===== config.mk =====
export PLATFORM = sky130hd
export DESIGN_NAME = afsc_regs
export DESIGN_NICKNAME = d
export VERILOG_FILES = /design/src/afsc_pkg.sv /design/src/afsc_regs.sv
export SDC_FILE = /design/constraint.sdc
export NUM_CORES = 1
export LEC_CHECK = 0
export ABC_AREA = 1
export BUFFER_PORTS_ARGS = -buffer_cell sky130_fd_sc_hd__buf_4
export CAP_MARGIN = 40
export CORE_ASPECT_RATIO = 2
export CORE_MARGIN = 2
export CORE_UTILIZATION = 50
export DETAILED_ROUTE_END_ITERATION = 6
export HOLD_SLACK_MARGIN = 0.03
export MAX_ROUTING_LAYER = met4
export PLACE_DENSITY = 0.84
export SYNTH_ARGS = -nofsm -noshare
export SYNTH_HDL_FRONTEND = slang
export SYNTH_SLANG_ARGS = --single-unit

===== constraint.sdc =====
create_clock -name clk -period 2.5 [get_ports clk]
set_clock_uncertainty 0.15 [all_clocks]
set_input_delay 0.5 -clock clk [delete_from_list [all_inputs] [get_ports clk]]
set_output_delay 0.5 -clock clk [all_outputs]
set_load 0.005 [all_outputs]

===== src/afsc_pkg.sv =====
// Shared types and constants for the frustum side-plane box cull.
// No dependencies; imported by every module of the block.
package afsc_pkg;

    // Configuration register file
    localparam int PLANE_REGS  = 4;
    localparam int PLANE_IDX_W = 2;
    localparam int PLANE_W     = 64;
    localparam int ADDR_W      = 5;
    localparam int ADDR_LSB    = 3;

    // Field widths
    localparam int COORD_W = 24;
    localparam int SIZE_W  = 25;
    localparam int NRM_W   = 12;
    localparam int D_W     = 28;
    localparam int PM_W    = NRM_W + COORD_W;
    localparam int PS_W    = NRM_W + SIZE_W;
    localparam int SUM_W   = 41;
    localparam int D_SHIFT = 10;

    // Plane register packing
    localparam int NX_LSB = 0;
    localparam int NY_LSB = 12;
    localparam int NZ_LSB = 24;
    localparam int D_LSB  = 36;

    // Verdict codes
    typedef enum logic [1:0] {
        CULL_OUTSIDE    = 2'd0,
        CULL_INTERSECTS = 2'd1,
        CULL_CONTAINS   = 2'd2
    } cull_t;

    // One box travelling down the cell chain with its verdict so far
    typedef struct packed {
        logic signed [COORD_W-1:0] min_x;
        logic signed [COORD_W-1:0] min_y;
        logic signed [COORD_W-1:0] min_z;
        logic signed [SIZE_W-1:0]  size_x;
        logic signed [SIZE_W-1:0]  size_y;
        logic signed [SIZE_W-1:0]  size_z;
        cull_t                     code;
    } item_t;

endpackage


===== src/afsc_regs.sv =====
// APB-style register file holding the packed side planes.
// Depends on afsc_pkg.
module afsc_regs (
    input  logic                                               clk,
    input  logic                                               rst_n,
    input  logic                                               psel,
    input  logic                                               penable,
    input  logic                                               pwrite,
    input  logic [afsc_pkg::ADDR_W-1:0]                        paddr,
    input  logic [afsc_pkg::PLANE_W-1:0]                       pwdata,
    output logic [afsc_pkg::PLANE_W-1:0]                       prdata,
    output logic                                               pready,
    output logic [afsc_pkg::PLANE_REGS-1:0][afsc_pkg::PLANE_W-1:0] planes
);
    import afsc_pkg::*;

    logic [PLANE_REGS-1:0][PLANE_W-1:0] plane_reg;
    logic [PLANE_REGS-1:0][PLANE_W-1:0] plane_next;
    logic [PLANE_IDX_W-1:0]             idx;
    logic                               wr_en;

    assign idx    = paddr[ADDR_LSB +: PLANE_IDX_W];
    assign wr_en  = psel && penable && pwrite;
    assign pready = 1'b1;
    assign prdata = plane_reg[idx];
    assign planes = plane_reg;

    // write decode
    always_comb
    begin
        plane_next = plane_reg;
        if (wr_en)
        begin
            plane_next[idx] = pwdata;
        end
    end

    always_ff @(posedge clk or negedge rst_n)
    begin
        if (!rst_n)
        begin
            plane_reg <= '0;
        end
        else
        begin
            plane_reg <= plane_next;
        end
    end

endmodule


### Yosys cells after proc, flatten, opt, wreduce, memory -nomap -nowiden

Cells that the tools add are included.

| storage, ports and cells | value |
|---|---|
| register bits after elaboration | 256 |
| bits of input ports | 74 |
| output and inout bits | 321 |
| word-level logic and storage cells | 14 |

| operators by class | value |
|---|---|
| $lt $le $gt $ge | 2 |
| multiplexer cells | 5 |
| reduce and logical (&&, ||, !) cells | 3 |

Operators with widths:

| cell | number |
|---|---|
| 256-bit bitwise mux | 1 |
| 64-bit binary-select mux with 2-bit select | 1 |
| 64-bit demux with 2-bit select | 1 |
| 64-bit two-way mux | 2 |
| 1-bit logical AND | 3 |
| 2-bit by 3-bit < comparator with 1-bit output, second input constant | 1 |
| 2-bit by 1-bit >= comparator with 1-bit output, second input constant | 1 |

### Depth between registers and ports, before layout

Gate-level depths: netlist of the first run.

| depth | value |
|---|---|
| depth in word-level cells | 5 |
| depth in mapped cells | 8 |
| depth with buffers taken out | 6 |

### Worst setup path after synthesis of the first run

OpenSTA, ideal clock, no wires.

| timing path | value |
|---|---|
| path type | input -> output |
| from | input port paddr[4] (netlist bit) |
| to | output port prdata[0] (netlist bit) |
| data arrival time | 1285 ps |
| required time | 1850 ps |
| slack | 565 ps |
| stages | 5 |
| buffers on the path | 2 |
| path through | buf_4 nor2_1 clkbuf_1 nand2_1 nand3_1 |

| on the way | value |
|---|---|
| word-level cells in the longest chain between the ends | 2 |

RTL lines:

| what | line | text |
|---|---|---|
| start, declared | afsc_regs.sv:9 | `input logic [afsc_pkg::ADDR_W-1:0] paddr,` |
| 64-bit binary-select mux with 2-bit select | afsc_regs.sv:25 | `assign prdata = plane_reg[idx];` |
| 64-bit two-way mux (not written as such) | afsc_regs.sv:25 |  |
| end, declared | afsc_regs.sv:11 | `output logic [afsc_pkg::PLANE_W-1:0] prdata,` |

No other way between the ends. The select of a mux whose other input is x is not followed.

### Worst setup path in the final report of the first run

| timing path | value |
|---|---|
| from | input port paddr[3] (netlist bit) |
| to | output port prdata[41] (netlist bit) |

Same word-level chain as after synthesis.

==> qor.yml, run 1 <==
end_kind: "output pin"
fp.dieW_um: 112
grt_pass1_vias: 11958
cts_buffers: 23
grt_setup_unrepaired: "no"
ir_drop_uv: 715
power.density_nw_per_um2: 828
antenna_found_initial: 1
hold_viol_final: 0
setup_violations: 0
synth_cells: 1579
syn_to_final_growth_pct: 34.9
fp-row-count: 78
wl_met3_mm: 3.47
dieArea_um2: 24500
pre_cts_ws_ns: 0.0441
drt_wl_total_mm: 42.4
vias: 12211
criticalPathCategory: "primary input to output pin"
postCtsSetupBuffers: 0
hold_class: "primary input to register"
clkSinkCount: 256
cp.required_ns: 1.85
synth_area_um2: 11600
setup_tns_ns: 0
hold_ws_ns: 0.0445
postRouteAntennaNets: 0
maxSlewViolCount: 0
gr-usage-all-layers_pct: 35.1
post_drt_wl_per_cell_um: 18.9
fin_ws_ns: 0.138
synth_fp_nets: 1653
ys_ff_latch: 256
maxSlewHeadroom_pct: 61.2
cts-root-buf: "clkbuf_16"
grt_pass1_wl_mm: 65.2
fmax_mhz: 423
synth_cell_types: 16
layout_commonest_cell: "nand2_1"
dr.pass1.iters: 5
synth.avg_cell_area_um2: 7.35
total_power_w: 0.0130
layout_common_cells: "nand2_1 (1,160), buf_4 (413), dfrtp_1 (256)"
maxCapViolations: 0
vias_per_cell: 5.44
h-tree-depth: 1
die_h_um: 219
highest_layer: "met4"
stdcell_area_um2: 15700
status: "completed"
tightest_slew_ns: 0.581
grt_max_degree: 70
overflow: 0
first_iter_violations: 903
cts_tree: "done"
io_pins: 395
largest_reg_flops: 256
drc_errors: 0
min_period_ns: 2.36
insertion_delay_ns: 0.53
hpwl_mm: 28.7
met2_length_mm: 21.8
power.leakage_nw: 9.08
critical_path_arrival_ns: 1.71
min_period_over_period_pct: 94.5
cp-start-kind: "primary input"
clkTransAtPathRegs_ns: 0.07
yosysSeqAreaShare_pct: 55.2
cp_max_fo: 21
start_util_pct: 51.0
yosys_warnings: 0
dpl-instance-area_um2: 14900
core_area_um2: 22700
place_congestion: 0.911
wl_met1_mm: 14.2
drive_gt1_share_pct: 24.3
clock_path_buffers: 3
final_nets: 2022
numPortBuffers: 390
[worst max-delay path, cell delays in order]
cell and delay [ns]:
buf_4 0.11, buf_4 0.29, buf_4 0.35, nand2_1 0.08
nand2_1 0.12, nand2_1 0.06, nand3_1 0.08, buf_4 0.11
[cell type report]
cell class,count,area [µm²]
Clock inverter,12,149
Antenna cell,1,2.50
Clock buffer,28,614
Timing Repair Buffer,426,3350
Fill cell,1866,7080
Multi-Input combinational cell,1235,4770
Tap cell,280,350
Sequential cell,256,6410
Inverter,6,25.0
[worst paths after layout]
| path | end | cells after the start | slack (ns) | startpoint |
|---|---|---|---|---|
| setup / recovery | prdata[41] | 8 | 0.14 | paddr[3] |
| setup reg to reg | planes[9] | 2 | 1.63 | planes[9] |
| min in group asynchronous | planes[168] | 2 | 0.34 | rst_n |
| hold / removal | planes[0] | 3 | 0.04 | pwdata[0] |
| max in group asynchronous | planes[217] | 3 | 1.11 | rst_n |
| hold reg to reg | planes[46] | 2 | 0.35 | planes[46] |
[per-layer routing]
metal	vias to the layer above	global-route usage [%]
met2	762	59.5
met4	0	23.6
met1	5749	38.3
met3	192	4.76
li1	5508	-
met5	-	-
[where the power goes]
group / total [W] / leakage (nW) / switching (W) / internal (W)
clock network: 0.00365 / 0.377 / 0.00158 / 0.00207
registers: 0.00580 / 3.25 / 0.000810 / 0.00499
logic: 0.00351 / 5.45 / 0.00166 / 0.00185
total: 0.0130 / 9.08 / 0.00406 / 0.00891
[what timing repair did]
item                       in CTS  in global routing
hold endpoints to repair       47                  0
hold buffers                    1                  0
resized for setup               0                  2
setup endpoints to repair       0                  5
[cells by family after synthesis]
logic type	Yosys count	synth area share, %
AND/OR/NAND/NOR	1234	40.9
flip-flops	256	55.2
buffers and inverters	88	3.91
other	1	0.0323
[cells in the mapped netlist]
master / count / share of area [%]
buf_6: 6 / 0.58
buf_1: 6 / 0.19
buf_2: 57 / 2.5
nor2_4: 2 / 0.19
inv_2: 5 / 0.16
conb_1: 1 / 0.032
nand2_1: 1162 / 38
nand3_1: 63 / 2.7
nor2_2: 2 / 0.11
dfrtp_1: 256 / 55
nor2_1: 2 / 0.065
nand3_2: 1 / 0.086
buf_4: 2 / 0.13
nand2_2: 2 / 0.11
inv_1: 1 / 0.032
clkbuf_1: 11 / 0.36
[metrics by stage]
stage,utilization (%),instances
detailed placement,65.5,2202
floorplan,-,1579
global route,68.9,2244
finish,68.9,2244
CTS,68.9,2243
global placement,65.5,2202
(Power assumes the default switching activity.)
==> run 2, diff against run 1 <==
--- a/config.mk
+++ b/config.mk
@@ -5,7 +5,6 @@
 export SDC_FILE = /design/constraint.sdc
 export NUM_CORES = 1
 export LEC_CHECK = 0
-export ABC_AREA = 1
 export BUFFER_PORTS_ARGS = -buffer_cell sky130_fd_sc_hd__buf_4
 export CAP_MARGIN = 40
 export CORE_ASPECT_RATIO = 2
==> run 2 against run 1 <==
Compared with the run above:
- via count down 39%
- setup slack better by 0.059 ns
- die area down 3.7%
- global-route usage down 7.9 points
- utilization down 0.42 points
- sequential power up 3%
- synthesized area down 3.8%
- largest cell class unchanged
- highest routed layer unchanged
==> qor.yml, run 2 <==
hpwl_mm: 22.8
overflow: 0
layout_common_cells: "buf_4 (400), dfrtp_1 (256), mux2_2 (246)"
cts_tree: "done"
numPortBuffers: 390
vias: 7425
cpMostUsedCell: "buf_4"
end_kind: "output pin"
critical_path_arrival_ns: 1.65
cp.required_ns: 1.85
rr_endpoint: "planes[152]"
first_iter_violations: 271
clock_path_buffers: 3
min_period_ns: 2.30
fillers: 1535
insertion_delay_ns: 0.49
ff2ff_setup_slack_ns: 1.52
syn_to_final_growth_pct: 35.3
cts-root-buf: "clkbuf_16"
ys_ff_latch: 256
cp-start-kind: "primary input"
maxSlewHeadroom_pct: 62.3
worstHoldStart: "pwdata[32]"
grt_max_degree: 69
synth.most_common_cell: "dfrtp_1"
drt_wl_total_mm: 31.0
synth-main-ff-cell: "dfrtp_1"
maxSlewViolCount: 0
layout_commonest_cell: "buf_4"
worstRegToRegCells: 1
cp_max_fo: 32
cts_resized: 0
synthArstFlopShare_pct: 100
gr-usage-all-layers_pct: 27.2
setup_violations: 0
die_h_um: 215
maxCapViolations: 0
synth_area_um2: 11200
io_pins: 395
hold_class: "primary input to register"
synth_fp_nets: 698
grt_pass1_vias: 7920
fmax_mhz: 434
final_core_util_pct: 68.5
place_congestion: 0.899
vias_per_cell: 5.66
cts_buffers: 23
clkTransAtPathRegs_ns: 0.06
synth_cell_types: 13
worst_hold_path.endpoint: "planes[96]"
yosysSeqAreaShare_pct: 57.4
synth_cells: 624
postCtsSetupBuffers: 0
criticalPathCategory: "primary input to output pin"
antenna_found_initial: 0
critPathTopFamily: "buffers and inverters"
r2r_start: "planes[152]"
final_nets: 1095
ir_drop_uv: 771
hold_depth: 2
grt_setup_unrepaired: "no"
synth_edf_count: 0
power.density_nw_per_um2: 878
fp.dieW_um: 110
path_cells: "buf_4 > buf_12 > mux4_2 > buf_4"
cts_hold_buf: 1
synth.avg_cell_area_um2: 17.9
drc_errors: 0
largest_reg_flops: 256
slowest_delay_ns: 0.56
status: "completed"
postRouteAntennaNets: 0
crit_buf_inv: 3
power.leakage_nw: 7.13
yosys_warnings: 0
drive_gt1_share_pct: 73.3
synthTopCellsByArea: "dfrtp_1 (57%), mux2_2 (25%), mux4_2 (13%)"
hold_viol_final: 0
setup_tns_ns: 0
synth_common_cells: "dfrtp_1 (256), mux2_2 (246), mux4_2 (64), buf_6 (26), buf_2 (14)"
post_drt_wl_per_cell_um: 23.6
min_period_over_period_pct: 92.1
clkSinkCount: 256
dr.pass1.iters: 4
fp-row-count: 77
dieArea_um2: 23600
yosys.area.top_type: "dfrtp_1"
start_util_pct: 50.6
n_antenna_cell: 0
grt_pass1_wl_mm: 46.8
tightest_slew_ns: 0.565
core_area_um2: 22100
slowest_stage: "mux4_2"
h-tree-depth: 1
synth_top_area_share_pct: 57.4
==> run 2: cell count changes after synthesis, moves of 5 or more <==
cell | before | now
mux2_1 | 0 | 10
mux2_2 | 0 | 246
inv_2 | 5 | 0
buf_1 | 6 | 0
mux4_2 | 0 | 64
buf_2 | 57 | 14
clkbuf_1 | 11 | 0
nand2_1 | 1162 | 0
nand3_1 | 63 | 0
buf_6 | 6 | 26
==> run 2: where the power goes <==
group	switching [W]	internal (W)
Clock	0.00144	0.00181
Combinational	0.00136	0.00268
Sequential	0.000848	0.00512
==> run 2: cell type report <==
type                    count  area, µm²  share of cell area (%)
multi-input cells         326       4400                    29.1
clock inverters             5       30.0                   0.199
clock buffers              34        657                    4.35
well taps                 276        345                    2.29
flip-flops and latches    256       6410                    42.4
repair buffers            414       3270                    21.6
==> run 2: worst max-delay path by stage <==
stage / slack [ns] / end / cells past startpoint / start
CTS: 0.19 / prdata[0] / 4 / paddr[3]
finish: 0.20 / prdata[0] / 4 / paddr[3]
detailed placement: 0.19 / prdata[0] / 4 / paddr[3]
global route: 0.14 / prdata[3] / 4 / paddr[3]
floorplan: 0.47 / prdata[10] / 3 / paddr[3]
global placement: 0.21 / prdata[39] / 4 / paddr[3]
==> run 2: logic make-up (layout without fill, tap and decap cells) <==
| logic type | after synthesis | after routing | synth area share [%] |
|---|---|---|---|
| buf+inv | 42 | 453 | 3.39 |
| flops | 256 | 256 | 57.4 |
| mux | 320 | 320 | 38.7 |
| other cells | 1 | 1 | 0.0336 |
| simple gates | 5 | 5 | 0.448 |
==> run 2: metrics by stage <==
stage	total power, W	setup slack [ns]	instance area (µm²)	hold WS [ns]	std cells
detailed placement	0.0101	0.190	14400	0.359	1271
CTS	0.0134	0.189	15100	0.0753	1311
floorplan	0.00732	0.469	11200	0.0544	624
finish	0.0133	0.197	15100	0.0987	1311
global route	0.0139	0.139	15100	0.0849	1311
global placement	0.00995	0.210	14400	0.353	1271
==> run 2: per-layer routing <==
metal,global-route usage [%],vias to the layer above,wire (µm)
li1,-,3131,-
met1,30.5,3890,10900
met2,47.2,316,17000
met3,3.25,88,1460
met4,12.7,0,1660
met5,-,-,0
==> run 3, diff against run 2 <==
--- a/config.mk
+++ b/config.mk
@@ -7,10 +7,9 @@
 export LEC_CHECK = 0
 export BUFFER_PORTS_ARGS = -buffer_cell sky130_fd_sc_hd__buf_4
 export CAP_MARGIN = 40
-export CORE_ASPECT_RATIO = 2
-export CORE_MARGIN = 2
-export CORE_UTILIZATION = 50
+export CORE_AREA = 2 2 152 154
 export DETAILED_ROUTE_END_ITERATION = 6
+export DIE_AREA = 0 0 154 156
 export HOLD_SLACK_MARGIN = 0.03
 export MAX_ROUTING_LAYER = met4
 export PLACE_DENSITY = 0.84
==> run 3 against run 2 <==
Compared with the run above:
- routed wire length down 1.4%
- critical endpoint is now prdata[45]
- sequential cell count unchanged
- critical path depth unchanged
- highest routed layer unchanged
- cell area up 1.8%
- fmax down 2.6%
- die area up 1.8%
- clock-buffer cell count up 3
- final cell count up 1.7%
==> qor.yml, run 3 (synthesis results as in run 2) <==
status: "completed"
drt_wl_total_mm: 30.6
clkSinkCount: 256
hold_class: "primary input to register"
setup_violations: 0
critPathTopFamily: "buffers and inverters"
largest_reg_flops: 256
fp-row-count: 55
antenna_found_initial: 0
dr.pass1.iters: 4
wl_met3_mm: 2.11
min_period_ns: 2.36
hold_viol_final: 0
core_area_um2: 22400
total_power_w: 0.0138
power.density_nw_per_um2: 896
cts-root-buf: "clkbuf_16"
end_kind: "output pin"
criticalPathCategory: "primary input to output pin"
dieArea_um2: 24000
overflow: 0
place_congestion: 0.803
cts_tree: "done"
clkTransAtPathRegs_ns: 0.06
die_h_um: 156
vias_per_cell: 5.55
hold_ws_ns: 0.0710
gr-usage-all-layers_pct: 25.6
maxCapViolations: 0
grt_pass1_wl_mm: 46.2
dpl-instance-area_um2: 14500
met2_length_mm: 16.1
cp.required_ns: 1.85
cpMostUsedCell: "buf_4"
min_period_over_period_pct: 94.6
fmax_mhz: 423
grt_setup_unrepaired: "no"
postCtsSetupBuffers: 0
io_pins: 395
path_cells: "buf_4 > buf_12 > mux4_2 > buf_4"
vias: 7402
tightest_slew_ns: 0.585
h-tree-depth: 1
fp.dieW_um: 154
cp-start-kind: "primary input"
crit_buf_inv: 3
n_antenna_cell: 0
grt_pass1_vias: 7929
cts_buffers: 26
drive_gt1_share_pct: 73.9
stdcell_area_um2: 15400
postRouteAntennaNets: 0
hpwl_mm: 21.9
layout_common_cells: "buf_4 (401), dfrtp_1 (256), mux2_2 (246)"
start_util_pct: 49.9
wl_met1_mm: 11.6
highest_layer: "met4"
slowest_delay_ns: 0.55
drc_errors: 0
setup_tns_ns: 0
maxSlewHeadroom_pct: 61.0
final_nets: 1104
slowest_stage: "mux4_2"
grt_max_degree: 74
insertion_delay_ns: 0.52
clock_path_buffers: 3
final_core_util_pct: 68.7
first_iter_violations: 305
numPortBuffers: 390
cp_max_fo: 23
post_drt_wl_per_cell_um: 22.9
ir_drop_uv: 616
maxSlewViolCount: 0
layout_commonest_cell: "buf_4"
critical_path_arrival_ns: 1.71
power.leakage_nw: 7.26
syn_to_final_growth_pct: 37.7
## run 3: cell count changes in the layout (fill, tap and decap cells not counted), sizes merged
| cell | previous run | this run |
|---|---|---|
| buf | 413 | 419 |
| bufinv | 0 | 1 |
| clkbuf | 34 | 37 |
| clkinv | 3 | 8 |
| clkinvlp | 2 | 0 |
## run 3: final cells by class
cell class | instances | area [µm²]
well taps | 285 | 357
fillers | 1541 | 7000
clock inverters | 9 | 70.1
multi-input cells | 326 | 4400
flip-flops and latches | 256 | 6410
repair buffers | 420 | 3380
clock buffers | 37 | 763
## run 3: final timing paths
check,from,endpoint,slack [ns],cells after the start
worst max register to register,planes[125],planes[125],1.51,1
max in group asynchronous,rst_n,planes[20],1.07,3
min in group asynchronous,rst_n,planes[55],0.40,2
worst max-delay path,paddr[3],prdata[45],0.14,4
worst min-delay path,pwdata[5],planes[69],0.07,2
worst min register to register,planes[144],planes[144],0.38,1
## run 3: per-layer routing
layer	global-route usage, %	vias to the layer above
met5	-	-
met4	7.34	0
met3	5.58	52
met2	44.6	307
met1	30.1	3895
li1	-	3148
## run 3: report_power, final
part	switching, W	internal, W
Sequential	0.000847	0.00512
Combinational	0.00133	0.00269
Clock	0.00157	0.00221
Total	0.00374	0.0100
## run 3: repair_timing
item                                   4_1_cts  5_1_grt
hold buffers                                 1        0
endpoints found under the hold margin       64        0
gates resized for setup                      0        0
## run 3: stage by stage
| stage | cells | worst slack (ns) |
|---|---|---|
| 2_1_floorplan | 624 | 0.469 |
| 3_3_place_gp | 1286 | 0.135 |
| 3_5_place_dp | 1286 | 0.121 |
| 4_1_cts | 1333 | 0.112 |
| 5_1_grt | 1333 | 0.0790 |
| 6_report | 1333 | 0.135 |
